<file path="src/sv/alpwm_pkg.sv">
// Shared types and constants for the alternating LED pulse driver.
package alpwm_pkg;

  localparam int unsigned THR_W      = 16;
  localparam int unsigned DUTY_W     = 6;
  localparam int unsigned ELAPSED_W  = 8;
  localparam int unsigned CFG_IDX_W  = 2;
  localparam int unsigned CFG_DATA_W = 16;

  // period * duty fits in this many bits
  localparam int unsigned PROD_W      = THR_W + DUTY_W;
  // floor(x / 100) = (x * RECIP) >> RECIP_SHIFT for every x below 2**PROD_W
  localparam int unsigned RECIP_SHIFT = PROD_W + 7;
  localparam int unsigned RECIP_W     = PROD_W + 1;
  localparam logic [RECIP_W-1:0] RECIP = RECIP_W'(((64'd1 << RECIP_SHIFT) + 64'd99) / 64'd100);
  localparam int unsigned QPROD_W     = PROD_W + RECIP_W;

  // register indexes
  localparam logic [CFG_IDX_W-1:0] CFG_PERIOD  = 2'd0;
  localparam logic [CFG_IDX_W-1:0] CFG_RED_DUTY = 2'd1;
  localparam logic [CFG_IDX_W-1:0] CFG_IR_DUTY  = 2'd2;

  localparam logic [THR_W-1:0]  PERIOD_RST = 16'd1000;
  localparam logic [DUTY_W-1:0] DUTY_RST   = 6'd25;
  // thresholds that follow from the reset configuration
  localparam logic [THR_W-1:0]  RED_THR_RST = 16'd250;
  localparam logic [THR_W-1:0]  IR_THR_RST  = 16'd250;
  localparam logic [THR_W-1:0]  GAP_THR_RST = 16'd250;

  // cycles the threshold pipeline needs after a register write
  localparam logic [1:0] SETTLE_CYCLES = 2'd3;

  typedef enum logic [1:0] {
    PH_RED   = 2'd0,
    PH_GAP_A = 2'd1,
    PH_IR    = 2'd2,
    PH_GAP_B = 2'd3
  } phase_e;

  typedef struct packed {
    logic [THR_W-1:0]  period;
    logic [DUTY_W-1:0] red_duty;
    logic [DUTY_W-1:0] ir_duty;
  } cfg_t;

  typedef struct packed {
    logic [THR_W-1:0] red;
    logic [THR_W-1:0] ir;
    logic [THR_W-1:0] gap;
  } thr_t;

endpackage

</file>
<file path="src/sv/alpwm_if.sv">
// Handshake channels for tick items and LED result items.
interface alpwm_in_if;
  logic       valid;
  logic       ready;
  logic [7:0] elapsed_ticks;

  modport source (output valid, output elapsed_ticks, input ready);
  modport sink   (input valid, input elapsed_ticks, output ready);
endinterface

interface alpwm_out_if;
  logic       valid;
  logic       ready;
  logic       red_on;
  logic       ir_on;
  logic [1:0] phase;

  modport source (output valid, output red_on, output ir_on, output phase, input ready);
  modport sink   (input valid, input red_on, input ir_on, input phase, output ready);
endinterface

</file>
<file path="src/sv/alpwm_thr.sv">
// Phase threshold pipeline: on times and gap time from the configuration registers.
module alpwm_thr (
  input  logic               clk_i,
  input  logic               rst_ni,
  input  alpwm_pkg::cfg_t    cfg_i,
  output alpwm_pkg::thr_t    thr_o
);
  import alpwm_pkg::*;

  logic [PROD_W-1:0]  red_prod_q, ir_prod_q;
  logic [THR_W-1:0]   period_q, period2_q;
  logic [QPROD_W-1:0] red_q_wide, ir_q_wide;
  logic [THR_W-1:0]   red_t_q, ir_t_q;
  logic [THR_W:0]     used;
  logic [THR_W-1:0]   gap_d;
  thr_t               thr_q;

  // divide by 100 through a reciprocal multiply
  assign red_q_wide = QPROD_W'(red_prod_q) * QPROD_W'(RECIP);
  assign ir_q_wide  = QPROD_W'(ir_prod_q) * QPROD_W'(RECIP);

  assign used  = {1'b0, red_t_q} + {1'b0, ir_t_q};
  // clamp the gap to zero when the on times use up the period
  assign gap_d = (used >= {1'b0, period2_q}) ? '0 :
                 THR_W'((period2_q - used[THR_W-1:0]) >> 1);

  always_ff @(posedge clk_i or negedge rst_ni) begin
    if (!rst_ni) begin
      red_prod_q <= PROD_W'(PERIOD_RST) * PROD_W'(DUTY_RST);
      ir_prod_q  <= PROD_W'(PERIOD_RST) * PROD_W'(DUTY_RST);
      period_q   <= PERIOD_RST;
      period2_q  <= PERIOD_RST;
      red_t_q    <= RED_THR_RST;
      ir_t_q     <= IR_THR_RST;
      thr_q      <= '{red: RED_THR_RST, ir: IR_THR_RST, gap: GAP_THR_RST};
    end else begin
      red_prod_q <= PROD_W'(cfg_i.period) * PROD_W'(cfg_i.red_duty);
      ir_prod_q  <= PROD_W'(cfg_i.period) * PROD_W'(cfg_i.ir_duty);
      period_q   <= cfg_i.period;
      red_t_q    <= red_q_wide[RECIP_SHIFT +: THR_W];
      ir_t_q     <= ir_q_wide[RECIP_SHIFT +: THR_W];
      period2_q  <= period_q;
      thr_q      <= '{red: red_t_q, ir: ir_t_q, gap: gap_d};
    end
  end

  assign thr_o = thr_q;

endmodule

</file>
<file path="src/sv/alternating_led_pwm_dead_time_top.sv">
// Top level of the alternating red / infrared LED pulse driver with dead time.
//
//   port        direction  item contents
//   ----------  ---------  -------------------------------------------
//   in_i        sink       elapsed_ticks (8 bit time units since last)
//   out_o       source     red_on, ir_on, phase (after the update)
//   cfg_*_i     write      period_ticks, red_duty, ir_duty by index
//
// One item per cycle when out_o is ready; items go from the input slot to the result register.
// The phase update is one saturating add and one compare against a registered threshold.
// Thresholds come from a three stage pipeline (multiply, divide by 100, gap), so in_i
// drops ready during a register write and until the new thresholds have settled.
// Reset gives the red-on phase, a zero counter and period 1000 with both duties at 25.
// A stalled out_o holds its item; in_i then accepts only while the input slot is empty.
module alternating_led_pwm_dead_time_top #(
  parameter int unsigned COUNT_WIDTH = 16
) (
  input  logic                                clk_i,
  input  logic                                rst_ni,
  alpwm_in_if.sink                            in_i,
  alpwm_out_if.source                         out_o,
  input  logic                                cfg_we_i,
  input  logic [alpwm_pkg::CFG_IDX_W-1:0]     cfg_idx_i,
  input  logic [alpwm_pkg::CFG_DATA_W-1:0]    cfg_data_i
);
  import alpwm_pkg::*;

  localparam int unsigned CMP_W = ((COUNT_WIDTH > THR_W) ? COUNT_WIDTH : THR_W) + 1;

  // configuration registers
  cfg_t cfg_q;
  logic [1:0] settle_q;
  thr_t thr;

  // input slot
  logic                 in_vld_q;
  logic [ELAPSED_W-1:0] in_elapsed_q;

  // block state
  phase_e                 phase_q;
  logic [COUNT_WIDTH-1:0] tip_q;

  // result register
  logic   out_vld_q;
  phase_e out_phase_q;

  logic                   advance;
  logic                   in_ready;
  logic [COUNT_WIDTH:0]   sum;
  logic [COUNT_WIDTH-1:0] sat;
  logic [THR_W-1:0]       thr_sel;
  logic                   hit;
  phase_e                 phase_d;
  logic [COUNT_WIDTH-1:0] tip_d;

  alpwm_thr u_thr (
    .clk_i  (clk_i),
    .rst_ni (rst_ni),
    .cfg_i  (cfg_q),
    .thr_o  (thr)
  );

  // hold off new items while thresholds settle after a write
  always_ff @(posedge clk_i or negedge rst_ni) begin
    if (!rst_ni) begin
      cfg_q    <= '{period: PERIOD_RST, red_duty: DUTY_RST, ir_duty: DUTY_RST};
      settle_q <= '0;
    end else begin
      if (cfg_we_i) begin
        settle_q <= SETTLE_CYCLES;
        case (cfg_idx_i)
          CFG_PERIOD:   cfg_q.period   <= cfg_data_i;
          CFG_RED_DUTY: cfg_q.red_duty <= cfg_data_i[DUTY_W-1:0];
          CFG_IR_DUTY:  cfg_q.ir_duty  <= cfg_data_i[DUTY_W-1:0];
          default: ;
        endcase
      end else if (settle_q != '0) begin
        settle_q <= settle_q - 2'd1;
      end
    end
  end

  // process the held item whenever the result register is free or draining
  assign advance  = in_vld_q && (!out_vld_q || out_o.ready);
  assign in_ready = !cfg_we_i && (settle_q == '0) && (!in_vld_q || advance);
  assign in_i.ready = in_ready;

  // saturating add of elapsed time
  assign sum = {1'b0, tip_q} + (COUNT_WIDTH + 1)'(in_elapsed_q);
  assign sat = sum[COUNT_WIDTH] ? '1 : sum[COUNT_WIDTH-1:0];

  always_comb begin
    case (phase_q)
      PH_RED:  thr_sel = thr.red;
      PH_IR:   thr_sel = thr.ir;
      default: thr_sel = thr.gap;
    endcase
  end

  assign hit = CMP_W'(sat) >= CMP_W'(thr_sel);

  always_comb begin
    phase_d = phase_q;
    tip_d   = sat;
    if (hit) begin
      // advance around the ring and drop excess time
      phase_d = phase_e'(phase_q + 2'd1);
      tip_d   = '0;
    end
  end

  always_ff @(posedge clk_i or negedge rst_ni) begin
    if (!rst_ni) begin
      in_vld_q  <= 1'b0;
      phase_q   <= PH_RED;
      tip_q     <= '0;
      out_vld_q <= 1'b0;
    end else begin
      if (in_ready) begin
        in_vld_q <= in_i.valid;
      end else if (advance) begin
        in_vld_q <= 1'b0;
      end
      if (advance) begin
        phase_q   <= phase_d;
        tip_q     <= tip_d;
        out_vld_q <= 1'b1;
      end else if (out_o.ready) begin
        out_vld_q <= 1'b0;
      end
    end
  end

  // payload registers
  always_ff @(posedge clk_i) begin
    if (in_ready && in_i.valid) begin
      in_elapsed_q <= in_i.elapsed_ticks;
    end
    if (advance) begin
      out_phase_q <= phase_d;
    end
  end

  assign out_o.valid  = out_vld_q;
  assign out_o.phase  = out_phase_q;
  assign out_o.red_on = (out_phase_q == PH_RED);
  assign out_o.ir_on  = (out_phase_q == PH_IR);

endmodule
</file>
<file path="src/flat_wrapper.sv">
// flat-port wrapper written by rule: the top's interface ports become plain ports
module alternating_led_pwm_dead_time_top_flat import alpwm_pkg::*;
#(
  parameter int unsigned COUNT_WIDTH = 16
)
  (clk_i, rst_ni, cfg_we_i, cfg_idx_i, cfg_data_i, in_i_valid, in_i_elapsed_ticks, in_i_ready, out_o_valid, out_o_red_on, out_o_ir_on, out_o_phase, out_o_ready);
  alpwm_in_if in_i_i ();
  alpwm_out_if out_o_i ();
  input  logic clk_i;
  input  logic rst_ni;
  input  logic cfg_we_i;
  input  logic [alpwm_pkg::CFG_IDX_W-1:0] cfg_idx_i;
  input  logic [alpwm_pkg::CFG_DATA_W-1:0] cfg_data_i;
  input wire logic [$bits(in_i_i.valid)-1:0] in_i_valid;
  input wire logic [$bits(in_i_i.elapsed_ticks)-1:0] in_i_elapsed_ticks;
  output wire logic [$bits(in_i_i.ready)-1:0] in_i_ready;
  output wire logic [$bits(out_o_i.valid)-1:0] out_o_valid;
  output wire logic [$bits(out_o_i.red_on)-1:0] out_o_red_on;
  output wire logic [$bits(out_o_i.ir_on)-1:0] out_o_ir_on;
  output wire logic [$bits(out_o_i.phase)-1:0] out_o_phase;
  input wire logic [$bits(out_o_i.ready)-1:0] out_o_ready;
  assign in_i_i.valid = in_i_valid;
  assign in_i_i.elapsed_ticks = in_i_elapsed_ticks;
  assign in_i_ready = in_i_i.ready;
  assign out_o_valid = out_o_i.valid;
  assign out_o_red_on = out_o_i.red_on;
  assign out_o_ir_on = out_o_i.ir_on;
  assign out_o_phase = out_o_i.phase;
  assign out_o_i.ready = out_o_ready;
  alternating_led_pwm_dead_time_top #(.COUNT_WIDTH(COUNT_WIDTH)) u_core (.clk_i(clk_i), .rst_ni(rst_ni), .in_i(in_i_i), .out_o(out_o_i), .cfg_we_i(cfg_we_i), .cfg_idx_i(cfg_idx_i), .cfg_data_i(cfg_data_i));
endmodule
</file>
<file path="config.mk">
export PLATFORM = sky130hd
export DESIGN_NAME = alternating_led_pwm_dead_time_top_flat
export DESIGN_NICKNAME = d
export VERILOG_FILES = /design/src/sv/alpwm_pkg.sv /design/src/sv/alpwm_if.sv /design/src/sv/alpwm_thr.sv /design/src/sv/alternating_led_pwm_dead_time_top.sv /design/src/flat_wrapper.sv
export SDC_FILE = /design/constraint.sdc
export NUM_CORES = 2
export LEC_CHECK = 0
export ABC_AREA = 1
export ABC_CLOCK_PERIOD_IN_PS = 11600
export BUFFER_PORTS_ARGS = -buffer_cell sky130_fd_sc_hd__buf_2
export CORE_ASPECT_RATIO = 0.75
export CORE_UTILIZATION = 25
export DETAILED_ROUTE_END_ITERATION = 16
export PLACE_DENSITY = 0.39
export SYNTH_ARGS = -nofsm -noshare
export SYNTH_HDL_FRONTEND = slang
export SYNTH_SLANG_ARGS = --single-unit
export TNS_END_PERCENT = 50
</file>
<file path="constraint.sdc">
create_clock -name clk_i -period 11.6 [get_ports clk_i]
set_input_delay 2.9 -clock clk_i [delete_from_list [all_inputs] [get_ports clk_i]]
set_output_delay 2.9 -clock clk_i [all_outputs]
set_load 0.05 [all_outputs]
</file>
==> metrics.md <==
| Metric | Value |
|---|---|
| Detailed Place HPWL | 90250 microns |
| Commonest cells after routing, fill and taps aside | inv_1 (973), nand2_1 (814), ha_1 (608) |
| Highest net fanout along the worst path | 4 |
| Critical path's largest stage delay | 0.57 ns |
| Number of gates given a new drive strength after cts | 0 |
| Aggregate global-route resource usage | 0.1506 |
| Series of cell instances along the critical path | buf_2 > nor2_1 > o21ai_0 > buf_4 > inv_1 > buf_2 |
| Number of hold buffers added after cts | 0 |
| Global-route wire length before repair | 160800 microns |
| Slew Viols, Final | 0 |
| Period utilisation layout | 0.6236 |
| WP data arrival | 4.33 ns |
| Sinks on Clock Net | between 200 and 250 |
| Antenna violations before repair | 2 |
| Sequential cell area in the final layout | between 5000 and 6000 sq um |
| Sort of element at the end of the critical path | output pin |
| Unrepaired setup endpoints after global routing | false |
| Remaining number of nets flagged by the antenna check after routing | 0 |
| Number of maximum-capacitance violations | 0 |
| Post-CTS Setup Repair Bufs | 0 |
| Max-slew headroom | 0.2694 |
| Full die area | 139800 sq um |
| Worst Max-Slew Pin Slew | 1.092 ns |
| Routed WL | slightly above 100000 microns |
| Most common library cell in the layout ignoring fill and taps | inv_1 |
| Layout cells sized above 1 | 0.04395 |
| WL/cell | 17.30 microns |
| Io pins | 37 |
| Floorplan core area | approximately 140000 sq um |
| Synth warn | 0 |
| Clock Path Buffers | 3 |
| Number of nets in the layout | 5210 |
| Area taken by multi-input logic gates | 25200 sq um |
| Required time of the worst setup path | ~8.7 ns |
| Outcome | finished clean |
| Share of synthesized flip-flops with an asynchronous set or reset | 0.9535 |
| Gpl congestion | 0.8545 |
| Worst slack at placement | between 4 and 5 ns |
| Most numerous cell on the critical path | buf_2 |
| Library cell contributing the largest single delay on the critical path | nor2_1 |
| Max Freq | 138.3 MHz |
| Avg Synthesized Cell Area | between 8 and 9 sq um |
| Clock-pin slew on the worst setup and hold paths | 0.07 ns |
| Summed instance area of the synthesized netlist | 34580 sq um |
| Number of port buffers | 36 |
| Synthesized instance count | ~4100 |
| Shortest clock period the worst path allows after layout | 7.233 ns |
| Startpoint type of the worst setup path | input pin |
| Register area share after synthesis | 0.1594 |
| Congestion Overflow GR | 0 |
| Setup TNS | 0 ns |
| Horizontal die dimension | 431.5 microns |
| Post-route DRC violation count | 0 |
| Min-delay src | u_core.u_thr.period_q[0]$_DFF_PN0_ |
| Launching instance or port of the critical path | cfg_we_i |
| Layout fillers | 14918 |
| Number of clock buffers inserted by TritonCTS | 26 |
| Number of synthesized flops with an enable pin | 10 |
| Cell Rows | 117 |
| Worst Setup Path Type | in -> out |
| CTS tree | yes |
| Vias in the first global route | 26376 |
| Final hold violation count | 0 |
| Post-synth top flop | dfrtp_1 |
| Final worst clock skew | 0.01307 ns |
| First drt pass iteration count | 5 |
| Count of endpoints failing setup in the final report | 0 |
| Layout area overhead | 9.215% |
| Fin worst setup slack | around 4.4 ns |
| Path class of the lowest-slack min-delay path | reg -> reg |
| Category of cells accounting for the largest share of critical-path delay | buffers and inverters |
| Launch point of the worst reg-to-reg path | u_core.u_thr.red_prod_q[12]$_DFF_PN0_ |
| Initial core utilization | 0.2535 |
| Number of levels in the clock H-tree | 1 |
| Largest net degree at the start of global routing | 99 |
| Synthesis-stage register bit count | approximately 220 |
| Clock root cell | clkbuf_16 |
| Vert. Die Dim | around 320 microns |
| Crit path buf inv count | 4 |
| Vias post-DR | between 20000 and 30000 |
| Synth Net Count | 5192 |
| Clock latency on the worst-skew pair | 0.56 ns |
| Netlist cell types | 47 |
| Vias per Instance | ~4.3 |
| Number of design-rule violations left by the first detailed-router iteration | 1360 |
==> cell type report <==
cell class,instances,share of cell area
multi-input cells,2838,0.6672
clock inverters,15,0.003313
repair buffers,42,0.006228
well taps,1844,0.06109
diodes,1,0.00006626
inverters,975,0.09690
flip-flops and latches,215,0.1460
clock buffers,33,0.01928
==> final timing paths <==
path | cells past startpoint | to | slack (ns)
max | 6 | in_i_ready | 4.37
min | 0 | u_core.u_thr.period2_q[0]$_DFF_PN0_ | 0.35
max reg2reg | 22 | u_core.u_thr.red_t_q[13]$_DFF_PN0_ | 5.38
min reg2reg | 0 | u_core.u_thr.period2_q[0]$_DFF_PN0_ | 0.35
max in group asynchronous | 3 | u_core.cfg_q[22]$_DFFE_PN0P_ | 7.24
min in group asynchronous | 1 | u_core.tip_q[15]$_DFFE_PN0P_ | 2.36
==> state kept, by name, summed over array words and instances (netlist names) <==
name,count
u_core.u_thr.period_q,16
u_core.cfg_q,28
u_core.out_o.phase,2
u_core.out_o.valid,1
u_core.in_vld_q,1
u_core.u_thr.red_t_q,16
u_core.u_thr.period2_q,16
u_core.in_elapsed_q,8
u_core.u_thr.thr_o,47
u_core.u_thr.ir_prod_q,22
u_core.tip_q,16
u_core.u_thr.red_prod_q,22
u_core.phase_q,2
u_core.u_thr.ir_t_q,16
u_core.settle_q,2
==> layer usage <==
layer  wire length (microns)  part of all wire  GRT usage  vias to the layer above
met5                      27           0.00026          0                        -
met4                    1053             0.010    0.01639                        4
met3                    4368             0.042    0.02133                       48
met2                   38110              0.37     0.2003                      337
met1                   59600              0.58     0.2531                    12415
li1                        -                 -          -                    12625
==> cells by family (layout without fill, tap and decap cells) <==
| kind of cell | after synthesis | after routing | synth area share |
|---|---|---|---|
| simple gates | 1276 | 1276 | 0.1495 |
| fa+ha+maj | 1081 | 1081 | 0.4938 |
| buf+inv | 1027 | 1065 | 0.1119 |
| compound gates | 400 | 400 | 0.06415 |
| flops | 215 | 215 | 0.1594 |
| xor+xnor | 71 | 71 | 0.01798 |
| mux | 10 | 10 | 0.003256 |
| other cells | 0 | 1 | 0 |
==> synth_stat cells, types with 3 or more instances <==
cell / n / share of area
edfxtp_1: 10 / 0.0087
o21a_1: 6 / 0.0013
inv_1: 973 / 0.11
nor2_1: 254 / 0.028
nor3_1: 24 / 0.0035
and2_1: 4 / 0.00072
nor4_1: 4 / 0.00072
dfstp_2: 66 / 0.050
buf_1: 5 / 0.00054
o21ai_0: 117 / 0.017
a31oi_1: 4 / 0.00072
o21ai_1: 8 / 0.0012
a22o_1: 15 / 0.0038
o21ai_2: 4 / 0.0010
xor2_1: 47 / 0.012
a21o_1: 10 / 0.0022
clkbuf_1: 44 / 0.0048
o211ai_1: 5 / 0.0011
nand2_1: 814 / 0.088
o21bai_1: 25 / 0.0054
nand2_2: 3 / 0.00054
fa_1: 473 / 0.27
xnor2_1: 24 / 0.0061
ha_1: 608 / 0.22
nand4_1: 40 / 0.0072
a21boi_0: 4 / 0.00087
nand3_1: 114 / 0.016
dfrtp_1: 139 / 0.10
nand3b_1: 8 / 0.0017
mux2_2: 10 / 0.0033
a21oi_1: 197 / 0.029
==> through the flow <==
step | cells | utilization | hold slack, ns | cell area (sq um)
6_report | 5963 | 0.2768 | 0.3520 | 37770
4_1_cts | 5962 | 0.2768 | 0.3526 | 37770
2_1_floorplan | 4080 | - | 0.3312 | 34580
3_3_place_gp | 5914 | 0.2706 | 0.3364 | 36910
5_1_grt | 5962 | 0.2768 | 0.3627 | 37770
3_5_place_dp | 5914 | 0.2706 | 0.3371 | 36910
Power is not shown: default switching activity piles up to over one toggle a cycle in this logic, so the estimate is an artifact.
